<file path="config.mk">
export PLATFORM = sky130hd
export DESIGN_NAME = gmps_seq
export DESIGN_NICKNAME = d
export VERILOG_FILES = /design/src/rtl/gmps_pkg.sv /design/src/rtl/gmps_seq.sv
export SDC_FILE = /design/constraint.sdc
export NUM_CORES = 1
export LEC_CHECK = 0
export BUFFER_PORTS_ARGS = -buffer_cell sky130_fd_sc_hd__buf_2
export CAP_MARGIN = 20
export CELL_PAD_IN_SITES_DETAIL_PLACEMENT = 1
export CELL_PAD_IN_SITES_GLOBAL_PLACEMENT = 2
export CORE_MARGIN = 3
export CORE_UTILIZATION = 25
export DETAILED_ROUTE_END_ITERATION = 12
export GPL_ROUTABILITY_DRIVEN = 1
export PLACE_DENSITY = 0.73
export SLEW_MARGIN = 25
export SYNTH_ARGS = -nofsm -noshare
export SYNTH_HDL_FRONTEND = slang
export SYNTH_SLANG_ARGS = --single-unit
</file>
<file path="constraint.sdc">
create_clock -name clock -period 2.85 [get_ports clock]
set_input_delay 0.285 -clock clock [delete_from_list [all_inputs] [get_ports clock]]
set_output_delay 0.285 -clock clock [all_outputs]
set_load 0.005 [all_outputs]
</file>
<file path="src/rtl/gmps_pkg.sv">
// shared constants, types and helpers for the grid path sum and count block
package gmps_pkg;

   localparam int MAX_COLUMNS = 1024;
   localparam int MAX_ROWS    = 1024;
   localparam int CELL_BITS   = 16;

   localparam int COL_BITS     = $clog2(MAX_COLUMNS);
   localparam int ROW_BITS     = $clog2(MAX_ROWS);
   localparam int REG_BITS     = 11;
   localparam int INDEX_BITS   = 2;
   localparam int SUM_BITS     = 28;
   localparam int OUT_SUM_BITS = 27;
   localparam int COUNT_BITS   = 63;

   typedef enum logic [INDEX_BITS-1:0] {
      REG_ROW_COUNT    = 2'd0,
      REG_COLUMN_COUNT = 2'd1
   } reg_index_type;

   typedef logic signed [SUM_BITS-1:0] sum_type;
   typedef logic [COUNT_BITS-1:0]      count_type;

   typedef struct packed {
      count_type count;
      sum_type   sum;
   } line_type;

   // cell waiting for its line buffer read
   typedef struct packed {
      logic                        valid;
      logic signed [CELL_BITS-1:0] cell_value;
      logic                        has_up;
      logic                        has_left;
      logic                        last_grid;
      logic                        bypass;
      logic [COL_BITS-1:0]         addr;
   } stage_type;

   function automatic logic [ROW_BITS-1:0] rows_m1(input logic [REG_BITS-1:0] v);
      logic [ROW_BITS-1:0] r;
      if (v == '0) begin
         r = '0;
      end else if (v > REG_BITS'(MAX_ROWS)) begin
         r = ROW_BITS'(MAX_ROWS - 1);
      end else begin
         r = ROW_BITS'(v - REG_BITS'(1));
      end
      return r;
   endfunction

   function automatic logic [COL_BITS-1:0] cols_m1(input logic [REG_BITS-1:0] v);
      logic [COL_BITS-1:0] r;
      if (v == '0) begin
         r = '0;
      end else if (v > REG_BITS'(MAX_COLUMNS)) begin
         r = COL_BITS'(MAX_COLUMNS - 1);
      end else begin
         r = COL_BITS'(v - REG_BITS'(1));
      end
      return r;
   endfunction

endpackage

</file>
<file path="src/rtl/gmps_seq.sv">
// grid position counters, dimension registers and read-issue stage
module gmps_seq import gmps_pkg::*; (
   input  logic                        clock,
   input  logic                        reset,
   input  logic                        req_valid,
   input  logic signed [CELL_BITS-1:0] req_cell_value,
   input  logic                        hold,
   input  logic                        csr_valid,
   input  logic [INDEX_BITS-1:0]       csr_index,
   input  logic [REG_BITS-1:0]         csr_data,
   output logic                        csr_ready,
   output logic                        rd_en,
   output logic [COL_BITS-1:0]         rd_addr,
   output stage_type                   stage
);

   logic [ROW_BITS-1:0] row_ff, row_in;
   logic [COL_BITS-1:0] col_ff, col_in;
   logic [ROW_BITS-1:0] rows_m1_ff, rows_m1_in;
   logic [COL_BITS-1:0] cols_m1_ff, cols_m1_in;
   stage_type           stage_ff, stage_in;
   logic                accept;
   logic                csr_write;
   logic                restart;
   logic                last_col;
   logic                last_row;

   assign csr_ready = 1'b1;
   assign csr_write = csr_valid & csr_ready;
   assign accept    = req_valid & ~hold;
   assign last_col  = (col_ff == cols_m1_ff);
   assign last_row  = (row_ff == rows_m1_ff);
   assign rd_en     = accept;
   assign rd_addr   = col_ff;
   assign stage     = stage_ff;

   always_comb begin
      rows_m1_in = rows_m1_ff;
      cols_m1_in = cols_m1_ff;
      restart    = 1'b0;
      if (csr_write) begin
         case (csr_index)
            REG_ROW_COUNT: begin
               rows_m1_in = rows_m1(csr_data);
               restart    = 1'b1;
            end
            REG_COLUMN_COUNT: begin
               cols_m1_in = cols_m1(csr_data);
               restart    = 1'b1;
            end
            default: begin
               restart = 1'b0;
            end
         endcase
      end
   end

   always_comb begin
      row_in = row_ff;
      col_in = col_ff;
      if (restart) begin
         row_in = '0;
         col_in = '0;
      end else if (accept) begin
         if (last_col) begin
            col_in = '0;
            row_in = last_row ? '0 : row_ff + ROW_BITS'(1);
         end else begin
            col_in = col_ff + COL_BITS'(1);
         end
      end
   end

   always_comb begin
      stage_in = stage_ff;
      if (accept) begin
         stage_in.valid      = 1'b1;
         stage_in.cell_value = req_cell_value;
         stage_in.has_up     = (row_ff != '0);
         stage_in.has_left   = (col_ff != '0);
         stage_in.last_grid  = last_col & last_row;
         stage_in.addr       = col_ff;
         // entry being written this cycle by the cell ahead
         stage_in.bypass     = stage_ff.valid & (stage_ff.addr == col_ff);
      end else if (!hold) begin
         stage_in.valid = 1'b0;
      end
   end

   always_ff @(posedge clock) begin
      if (reset) begin
         row_ff         <= '0;
         col_ff         <= '0;
         rows_m1_ff     <= '0;
         cols_m1_ff     <= '0;
         stage_ff.valid <= 1'b0;
      end else begin
         row_ff     <= row_in;
         col_ff     <= col_in;
         rows_m1_ff <= rows_m1_in;
         cols_m1_ff <= cols_m1_in;
         stage_ff   <= stage_in;
      end
   end

   a_bypass_single_column: assert property (@(posedge clock) disable iff (reset)
      stage_ff.valid && stage_ff.bypass |-> cols_m1_ff == '0)
      else $error("line buffer bypass with more than one column");

   a_last_grid_at_origin: assert property (@(posedge clock) disable iff (reset)
      accept && last_col && last_row && !restart |=> row_ff == '0 && col_ff == '0)
      else $error("position not back at the first cell after the final cell");

endmodule

</file>
### Word level (Yosys, flattened, before mapping)

Index checks and enable logic that the tools add are counted.

* flip-flop bits (word level): 71
* bits in latches: 0
* memory bits (writable): 0
* bits in read-only memories: 0
* output and inout bits: 43
* logic and storage cells: 43
* memories kept: 0

* add/subtract/negate cells: 3
* multiply operators: 0
* divide/modulo/power cells: 0
* $lt $le $gt $ge: 1
* equal/unequal tests: 5
* shift operators: 0
* multiplexer cells: 8
* bitwise logic cells: 5
* reductions and logical operators: 10

Operators with widths (number)
* 10-bit 2-to-1 mux: 4
* 10-bit == test: 3
* 10-bit by 1-bit adder with 10-bit output (second input constant): 2
* 10-bit nonzero test: 2
* 11-bit > comparator (second input constant): 1
* 11-bit zero test: 1
* 10-bit by 1-bit subtractor with 10-bit output (second input constant): 1
* 2-bit AND reduction: 4
* 1-bit 2-to-1 mux: 4
* 2-bit OR reduction: 2
* 1-bit bitwise AND: 3
* 2-bit by 1-bit == test with 1-bit output (second input constant): 1
* 2-bit zero test: 1
* 2-bit by 1-bit != test with 1-bit output (second input constant): 1
* 1-bit NOT: 2

### Logic depth before layout (Yosys ltp)

Gate-level depths: netlist of the first run.

* depth in word-level cells: 5
* mapped depth: 7

### Least setup slack after synthesis of the first run

No wires, ideal clock.

* path kind: in2reg
* from: in reset
* to: reg stage_ff, in the netlist stage[0] (enable)
* setup time: 417 ps
* arrival time: 1977 ps
* setup slack: 456 ps
* stages: 3
* cell sequence: clkbuf_1 clkbuf_1 nor2_1

* cells in the longest elaborated chain, start to end: 2

Ends and longest elaborated chain
* from (decl): RTL line gmps_seq.sv:4 `input logic reset,`
* 1-bit NOT (no source line)
* 2-bit AND reduction (no source line)
* to (signal assigned): RTL line gmps_seq.sv:102 `stage_ff <= stage_in;`
* to (decl): RTL line gmps_seq.sv:21 `stage_type stage_ff, stage_in;`

Every way passes these cells.
A chain may end at the register's enable or synchronous reset.

### Worst setup path after layout of the first run

* from: reg col_ff[9] (netlist: rd_addr[9])
* to: reg row_ff[6]

* cells in the longest elaborated chain, start to end: 2

Ends and longest elaborated chain
* from (decl): RTL line gmps_seq.sv:18 `logic [COL_BITS-1:0] col_ff, col_in;`
* from (signal assigned): RTL line gmps_seq.sv:99 `col_ff <= col_in;`
* 10-bit == test: RTL line gmps_seq.sv:31 `assign last_col = (col_ff == cols_m1_ff);`
* 2-bit AND reduction (no source line)
* to (signal assigned): RTL line gmps_seq.sv:98 `row_ff <= row_in;`
* to (decl): RTL line gmps_seq.sv:17 `logic [ROW_BITS-1:0] row_ff, row_in;`

Every way passes these cells.

==> results.txt, run 1 <==
CTS max path bufs -> 2
Area growth syn-to-layout -> 25.7%
CTS Hold Bufs -> 0
Core Region -> 0.0127 mm^2
Syn Area/Cell -> 10.2 um^2
drt first pass iters -> 4
Vias/cell -> 4.70
die area -> 0.0145 mm^2
register clock-pin slew on the reported worst setup and hold paths -> 60 ps
drt drc -> 0
Worst path top cell family by delay -> simple AND/OR/NAND/NOR gates
Setup Slack @ Placement -> 454 ps
# nets final -> 432
critical path endpoint category -> flop
Finished Cell Area -> 0.00411 mm^2
vias in the first global route -> 2680
die height -> 120 um
leak pwr -> 1.64 nW
drt total wl -> 8.73 mm
placer congestion estimate -> 0.789
Post-Syn Instances -> 321
clock insertion delay at the later pin of the skew report -> 330 ps
Yosys top cell by area -> edfxtp_1
Final Power -> 2.43 mW
worst-path cell chain -> inv_2 -> a221o_1 -> or4_1 -> or4_1 -> a21oi_1
antenna-violating nets left -> 0
Hold Vio Cnt, Final -> 0
first-pass GRT wire length -> 14.1 mm
setup TNS -> 0 ps
Slowest Stage Delay on Critical Path -> 720 ps
CP Buf/Inv Count -> 1
most used cell, CP -> or4_1
post-route insts no fill -> 570
CTS buffer count -> 9
port bufs -> 75
Yosys reg bits -> 71
worst-margin pin slew -> 545 ps
ys flop type -> dfxtp_1
setup slack after layout -> 460 ps
Critical Path Fanout Max -> 10
commonest cells in the netlist -> 41 x dfxtp_1, 33 x nor2_1, 30 x edfxtp_1
Worst IR Drop VDD -> 261 uV
MaxCap Viol Count -> 0
hold crit path type -> input pin to flop
I/O pin cnt -> 77
FFs w/ async S/R, synth -> 0
Seq/Total Area, Yosys -> 0.526
Syn Nets -> 360
number of post-CTS setup repair buffers -> 0
Initial Utilization -> 0.257
Post-CTS Resized -> 0
DR vias -> 2681
Arrival @ worst endpoint -> 2650 ps
fmax -> 418 MHz
CTS tree -> done
DIE WIDTH -> 120 um
post-synth top area share -> 0.275
Synth Cell Area -> 0.00327 mm^2
CP max stage cell -> or4_1
P per Cell Area -> 591 mW/mm^2
root buf cell -> clkbuf_16
headroom to the max-slew limit -> 0.634
drt initial violations -> 123
share of cells above drive strength 1 -> 0.249
gr ovfl total -> 0
Wirelength per Cell -> 15.3 um
yosys warns -> 0
CTS Sinks -> 71
worst path required time -> 3110 ps
crit path time final -> 2390 ps
Final period util -> 0.838
Final Max Tran Viols -> 0
Setup Skew -> 3.93 ps
largest net degree at the start of global routing -> 29
Distinct cells, synth -> 45
flop-to-flop setup slack -> 460 ps
crit path kind -> flop to flop
Post-synth EDFFs -> 30
antenna cells -> 0
RSZ-0062 raised after global routing -> no
most frequent cell after synthesis -> dfxtp_1
final setup violation count -> 0
dpl cell area -> 0.00381 mm^2
gr usage total -> 0.123
# placed instances -> 554
CP startpoint kind -> flop
initial antenna violation count -> 0
status -> complete, no violations
Row Count -> 41
H-tree depth -> 3
dpl hpwl -> 6.72 mm
Area contributors post-synth -> edfxtp_1 28%, dfxtp_1 25%, xor2_1 7.2%
==> logic make-up (layout without fill, tap and decap cells) <==
family,after synthesis,after routing,share of synthesized area
AND/OR/NAND/NOR,120,120,0.187
flip-flops,71,71,0.526
other,1,1,0.00115
adder cells (fa/ha/maj),5,5,0.0191
XOR/XNOR,43,43,0.115
buffers and inverters,29,106,0.0382
AO/OA/AOI/OAI,52,52,0.114
==> cell usage in the layout (no fill, tap or decap), types with 7 or more instances in the layout <==
master and n:
inv_1 9, xor2_1 27, nor2_1 32, dfxtp_1 41, a21oi_1 14, nor3_1 12, nand4_1 13, a22o_1 8
xnor2_1 16, buf_2 75, clkbuf_16 9, nand3_1 7, nand2_1 24, edfxtp_1 30, a211oi_1 10
==> layer usage <==
layer / share of wire / routed length [um] / vias to the layer above / GRT usage
li1: - / - / 1303 / -
met1: 0.48 / 4160 / 1283 / 0.161
met2: 0.44 / 3880 / 83 / 0.195
met3: 0.062 / 545 / 12 / 0.0318
met4: 0.017 / 147 / 0 / 0.0489
met5: 0 / 0 / - / 0
==> registers in the layout, indices dropped and copies added (netlist names) <==
signal      flops
cols_m1_ff     10
rd_addr        10
row_ff         10
rows_m1_ff     10
stage          31
==> worst register-to-register path: stages (launching register included) <==
cell and delay [ps]:
dfxtp_1 440, inv_2 80, a221o_1 390, or4_1 720, or4_1 540, a21oi_1 150
==> power breakdown <==
group / internal [mW] / switching (mW) / total [mW] / leakage (nW)
Combinational: 0.0807 / 0.127 / 0.207 / 0.877
Clock: 0.678 / 0.434 / 1.11 / 0.142
Sequential: 1.09 / 0.0196 / 1.11 / 0.620
==> stage by stage <==
stage	hold WS [ps]	utilization
6_report	124	0.323
5_1_grt	106	0.323
4_1_cts	109	0.323
3_5_place_dp	463	0.300
3_3_place_gp	462	0.300
2_1_floorplan	384	-
==> worst paths after layout <==
path / startpoint / depth (start not counted) / endpoint
max: rd_addr[9] / 5 / row_ff[6]
min: req_cell_value[11] / 1 / stage[25]
max reg2reg: rd_addr[9] / 5 / row_ff[6]
min reg2reg: stage[30] / 2 / stage[30]
==> cell type report <==
class | count | area, um^2
inverter | 10 | 37.5
clock buffer | 9 | 225
clock inverter | 7 | 72.6
fill | 1492 | 8610
timing repair buffer | 80 | 413
multi-input combinational | 221 | 1430
tap | 172 | 215
sequential | 71 | 1720
No activity file was read; power rests on OpenSTA's default activity.
==> run 2: changes to the inputs <==
- PLACE_DENSITY: 0.73 -> 0.75
- clock period: 2.85 -> 2.1 ns (I/O delays scaled with it)
==> results.txt, run 2 (synthesized netlist as in run 1, its figures left out) <==
status -> complete, but fails checks
failing checks -> negative setup slack
critical path endpoint category -> flop
CTS max path bufs -> 2
Slowest Stage Delay on Critical Path -> 610 ps
Final Max Tran Viols -> 0
Final period util -> 1.01
crit path time final -> 2110 ps
# nets final -> 450
drt initial violations -> 157
Core Region -> 0.0127 mm^2
drt first pass iters -> 4
root buf cell -> clkbuf_16
final setup violation count -> 1
crit path kind -> flop to flop
part of the power in registers -> 0.454
max reg flops -> 31
first-pass GRT wire length -> 15.0 mm
HP Start -> req_cell_value[4]
gr ovfl total -> 0
worst-margin pin slew -> 542 ps
clock share of power -> 0.447
Row Count -> 41
CP max stage cell -> or4b_4
Critical R2R Launch -> rd_addr[4]
CTS Sinks -> 71
worst-path cell chain -> xor2_1 -> or4_4 -> or4b_4 -> o21ai_4 -> a21oi_1
die area -> 0.0145 mm^2
initial antenna violation count -> 0
I/O pin cnt -> 77
Worst Hold End -> stage[18]
Hold Vio Cnt, Final -> 0
H-tree depth -> 3
flop-to-flop setup slack -> -10 ps
gr usage total -> 0.129
reg2reg path depth -> 5
hold crit path type -> input pin to flop
R2R Path End -> row_ff[8]
MaxCap Viol Count -> 0
Worst IR Drop VDD -> 351 uV
most common cell after layout, fill and taps aside -> buf_2
headroom to the max-slew limit -> 0.636
share of cells above drive strength 1 -> 0.315
post-route insts no fill -> 588
internal power -> 2.56 mW
port bufs -> 75
Critical Path Fanout Max -> 7
DIE WIDTH -> 120 um
P per Cell Area -> 769 mW/mm^2
Wirelength per Cell -> 15.6 um
Final Power -> 3.32 mW
dpl hpwl -> 7.10 mm
CTS buffer count -> 9
vias in the first global route -> 2981
Area growth syn-to-layout -> 32.0%
setup slack after layout -> -11.0 ps
# placed instances -> 572
CP startpoint kind -> flop
leak pwr -> 1.75 nW
antenna cells -> 0
drt drc -> 0
CTS tree -> done
Setup Skew -> 7.38 ps
DR vias -> 2770
Worst Hold Depth -> 1
Net Sw Frac -> 0.228
Arrival @ worst endpoint -> 2320 ps
largest net degree at the start of global routing -> 30
clock insertion delay at the later pin of the skew report -> 330 ps
logic gate share of total power -> 0.100
fmax -> 474 MHz
die height -> 120 um
NetSw -> 0.759 mW
placer congestion estimate -> 0.759
drt total wl -> 9.19 mm
highest-count cells in the layout ignoring fill and taps -> 75 x buf_2, 37 x dfxtp_1, 32 x nor2_1, 30 x edfxtp_1, 27 x xor2_1
RSZ-0062 raised after global routing -> yes
Final Hold Slack -> 55.5 ps
register clock-pin slew on the reported worst setup and hold paths -> 60 ps
CP Buf/Inv Count -> 0
Initial Utilization -> 0.257
worst path required time -> 2310 ps
Worst path top cell family by delay -> simple AND/OR/NAND/NOR gates
Vias/cell -> 4.71
antenna-violating nets left -> 0
run 2: changes by cell type in the layout (fill, tap and decap cells not counted), moves of 2 or more:
cell | before | now
buf_4 | 5 | 22
or4_1 | 6 | 4
a21oi_2 | 0 | 4
clkinvlp_4 | 2 | 0
a22oi_1 | 3 | 1
dfxtp_2 | 0 | 4
a22oi_2 | 0 | 2
dfxtp_1 | 41 | 37
a21oi_1 | 14 | 10
clkinv_1 | 0 | 2
or4_4 | 0 | 2
run 2: how the worst max path moves through the flow:
| stage | to | startpoint | cells after the start | slack (ps) |
|---|---|---|---|---|
| finish | row_ff[8] | rd_addr[4] | 5 | -10 |
| global route | row_ff[8] | rd_addr[4] | 5 | -60 |
| CTS | row_ff[2] | rd_addr[1] | 5 | 4 |
| detailed placement | row_ff[9] | cols_m1_ff[0] | 5 | -70 |
| global placement | row_ff[4] | cols_m1_ff[0] | 5 | 20 |
| floorplan | row_ff[2] | rd_addr[8] | 7 | -30 |
run 2: repair_timing:
action	4_1_cts	5_1_grt
pin swaps	0	5
resized for setup	3	11
buffers inserted	0	0
setup endpoints to repair	18	15
hold buffers	0	0
cloned	0	0
run 2: stage by stage:
stage	TNS, ps	area [um^2]	setup slack [ps]	util
finish	-11.0	4320	-11.0	0.340
global route	-331	4320	-55.6	0.340
CTS	0	4270	4.03	0.336
detailed placement	-590	3970	-68.9	0.312
global placement	0	3970	21.2	0.312
floorplan	-77.1	3300	-27.3	-
run 2: power by group through the flow:
stage	Sequential (mW)	Combinational, mW	Clock (mW)
floorplan	1.54	0.170	0
global placement	1.53	0.300	0
detailed placement	1.54	0.313	0
CTS	1.51	0.322	1.52
global route	1.51	0.368	1.59
finish	1.51	0.331	1.48
run 2: cell type report:
| type | instances | area [um^2] |
|---|---|---|
| clock buffer | 11 | 243 |
| clock inverter | 5 | 47.5 |
| fill | 1482 | 8400 |
| inverter | 10 | 37.5 |
| multi-input combinational | 221 | 1490 |
| sequential | 71 | 1730 |
| tap | 172 | 215 |
| timing repair buffer | 98 | 561 |
run 2: worst reg2reg max path: stages (launching register included):
cell and delay (ps):
dfxtp_2 320, xor2_1 170, or4_4 550, or4b_4 610, o21ai_4 260, a21oi_1 80
run 2: metal layers:
| layer | global-route usage | vias to the layer above | part of all wire | routed length (um) |
|---|---|---|---|---|
| met5 | 0 | - | 0 | 0 |
| met4 | 0.0475 | 0 | 0.018 | 161 |
| met3 | 0.0304 | 13 | 0.065 | 597 |
| met2 | 0.217 | 92 | 0.47 | 4280 |
| met1 | 0.160 | 1333 | 0.45 | 4150 |
| li1 | - | 1332 | - | - |
==> run 3: changes to the inputs <==
- ABC_AREA: default -> 1
- PLACE_DENSITY: 0.75 -> 0.79
==> results.txt, run 3 <==
status -> complete, no violations
die area -> 0.0160 mm^2
gr ovfl total -> 0
Worst IR Drop VDD -> 357 uV
CTS Sinks -> 71
Slowest Stage Delay on Critical Path -> 470 ps
Row Count -> 43
CTS Hold Bufs -> 0
Setup Skew -> 5.50 ps
antenna-violating nets left -> 0
HP Start -> req_cell_value[11]
setup TNS -> 0 ps
clock insertion delay at the later pin of the skew report -> 340 ps
crit path kind -> flop to flop
dpl cell area -> 0.00418 mm^2
Distinct cells, synth -> 33
crit path from -> rd_addr[7]
post-synth top area share -> 0.249
Seq/Total Area, Yosys -> 0.475
highest-count cells in the layout ignoring fill and taps -> 131 x nand2_1, 75 x buf_2, 54 x inv_1, 41 x dfxtp_1, 36 x nor2_1
drt initial violations -> 176
DR vias -> 3210
Finished Cell Area -> 0.00450 mm^2
Post-Syn Instances -> 469
Area contributors post-synth -> edfxtp_1 25%, dfxtp_1 23%, nand2_1 14%
share of cells above drive strength 1 -> 0.243
ys flop type -> dfxtp_1
initial antenna violation count -> 0
DIE WIDTH -> 126 um
Synth Cell Area -> 0.00362 mm^2
most common cell after layout, fill and taps aside -> nand2_1
register clock-pin slew on the reported worst setup and hold paths -> 60 ps
yosys warns -> 0
drt total wl -> 9.92 mm
# nets final -> 586
drt first pass iters -> 4
# placed instances -> 716
commonest cells in the netlist -> 131 x nand2_1, 54 x inv_1, 41 x dfxtp_1
die height -> 126 um
Post-synth EDFFs -> 30
# fillers -> 1720
placer congestion estimate -> 0.768
FFs w/ async S/R, synth -> 0
Initial Utilization -> 0.258
max reg flops -> 31
I/O pin cnt -> 77
dpl hpwl -> 7.69 mm
Core Region -> 0.0140 mm^2
gr usage total -> 0.129
met1 GRT Util -> 0.172
Util after Layout -> 0.321
worst-path cell chain -> inv_2 -> nand2_1 -> nand2_1 -> nor2_1 -> nand3_2 -> nor2_2 -> nand2_4 -> nand2_2 -> a21oi_1
critical path endpoint category -> flop
Critical R2R Launch -> rd_addr[7]
vias in the first global route -> 3337
Final Max Tran Viols -> 0
M3 GR Usage -> 0.0274
Syn Nets -> 508
CTS max path bufs -> 2
Area growth syn-to-layout -> 24.4%
leak pwr -> 1.97 nW
final setup violation count -> 0
RSZ-0062 raised after global routing -> no
Yosys top cell by area -> edfxtp_1
worst path required time -> 2310 ps
root buf cell -> clkbuf_16
hold crit path type -> input pin to flop
most used cell, CP -> nand2_1
Hold Vio Cnt, Final -> 0
met2 Use GR -> 0.209
fmax -> 573 MHz
Final Power -> 3.48 mW
Post-CTS Resized -> 0
first-pass GRT wire length -> 16.6 mm
Yosys reg bits -> 71
Wirelength per Cell -> 13.5 um
P per Cell Area -> 773 mW/mm^2
MaxCap Viol Count -> 0
H-tree depth -> 3
headroom to the max-slew limit -> 0.668
CP max stage cell -> dfxtp_1
Syn Area/Cell -> 7.72 um^2
Arrival @ worst endpoint -> 1950 ps
most frequent cell after synthesis -> nand2_1
crit path time final -> 1740 ps
Critical Path Fanout Max -> 11
CTS tree -> done
Vias/cell -> 4.39
number of post-CTS setup repair buffers -> 0
CTS buffer count -> 9
CP Buf/Inv Count -> 1
CP startpoint kind -> flop
port bufs -> 75
drt drc -> 0
post-route insts no fill -> 732
grt peak-use layer -> met2
worst-margin pin slew -> 497 ps
antenna cells -> 0
Final period util -> 0.830
Worst path top cell family by delay -> simple AND/OR/NAND/NOR gates
largest net degree at the start of global routing -> 31
[run 3: layer usage]
metal / part of all wire / wire length, um
met3: 0.039 / 383
met5: 0 / 0
met4: 0.014 / 137
met2: 0.45 / 4490
met1: 0.49 / 4900
[run 3: path summary, 6_finish.rpt]
path           endpoint  slack (ps)  cells past startpoint
max reg2reg  rd_addr[9]         360                      9
max          rd_addr[9]         360                      9
min           stage[25]          50                      1
min reg2reg   stage[30]         500                      2
[run 3: logic make-up after synthesis]
family | synth area share
and+or+nand+nor | 0.286
buffers and inverters | 0.0933
DFF | 0.475
AOI/OAI and AO/OA | 0.0909
xor gates and xnor gates | 0.0363
adders and majority gates | 0.0173
other | 0.00104
[run 3: layout make-up]
type                    instances  area (um^2)  area share
flip-flops and latches         71         1720       0.382
multi-input cells             315         1560       0.347
repair buffers                 79          405      0.0900
inverters                      71          267      0.0592
clock buffers                  10          229      0.0508
well taps                     180          225      0.0500
clock inverters                 6         92.6      0.0206
[run 3: worst register-to-register path, cell delays in order, from the launching register on]
cell and delay (ps):
dfxtp_1 470, inv_2 120, nand2_1 70, nand2_1 50, nor2_1 130, nand3_2 150
nor2_2 160, nand2_4 140, nand2_2 260, a21oi_1 90
[run 3: power by group]
group          total (mW)  internal (mW)  switching (mW)  leakage (nW)
Combinational       0.309          0.112           0.197          1.21
Sequential           1.52           1.49          0.0315         0.614
Clock                1.66           1.05           0.609         0.150
Total                3.48           2.65           0.838          1.97
[run 3: per-stage QoR]
stage / hold WS [ps] / setup WS (ps)
after CTS: 35.4 / 331
after global placement: 387 / 290
after global routing: 33.0 / 151
after floorplan: 309 / 28.4
after detailed placement: 388 / 168
final: 47.7 / 356
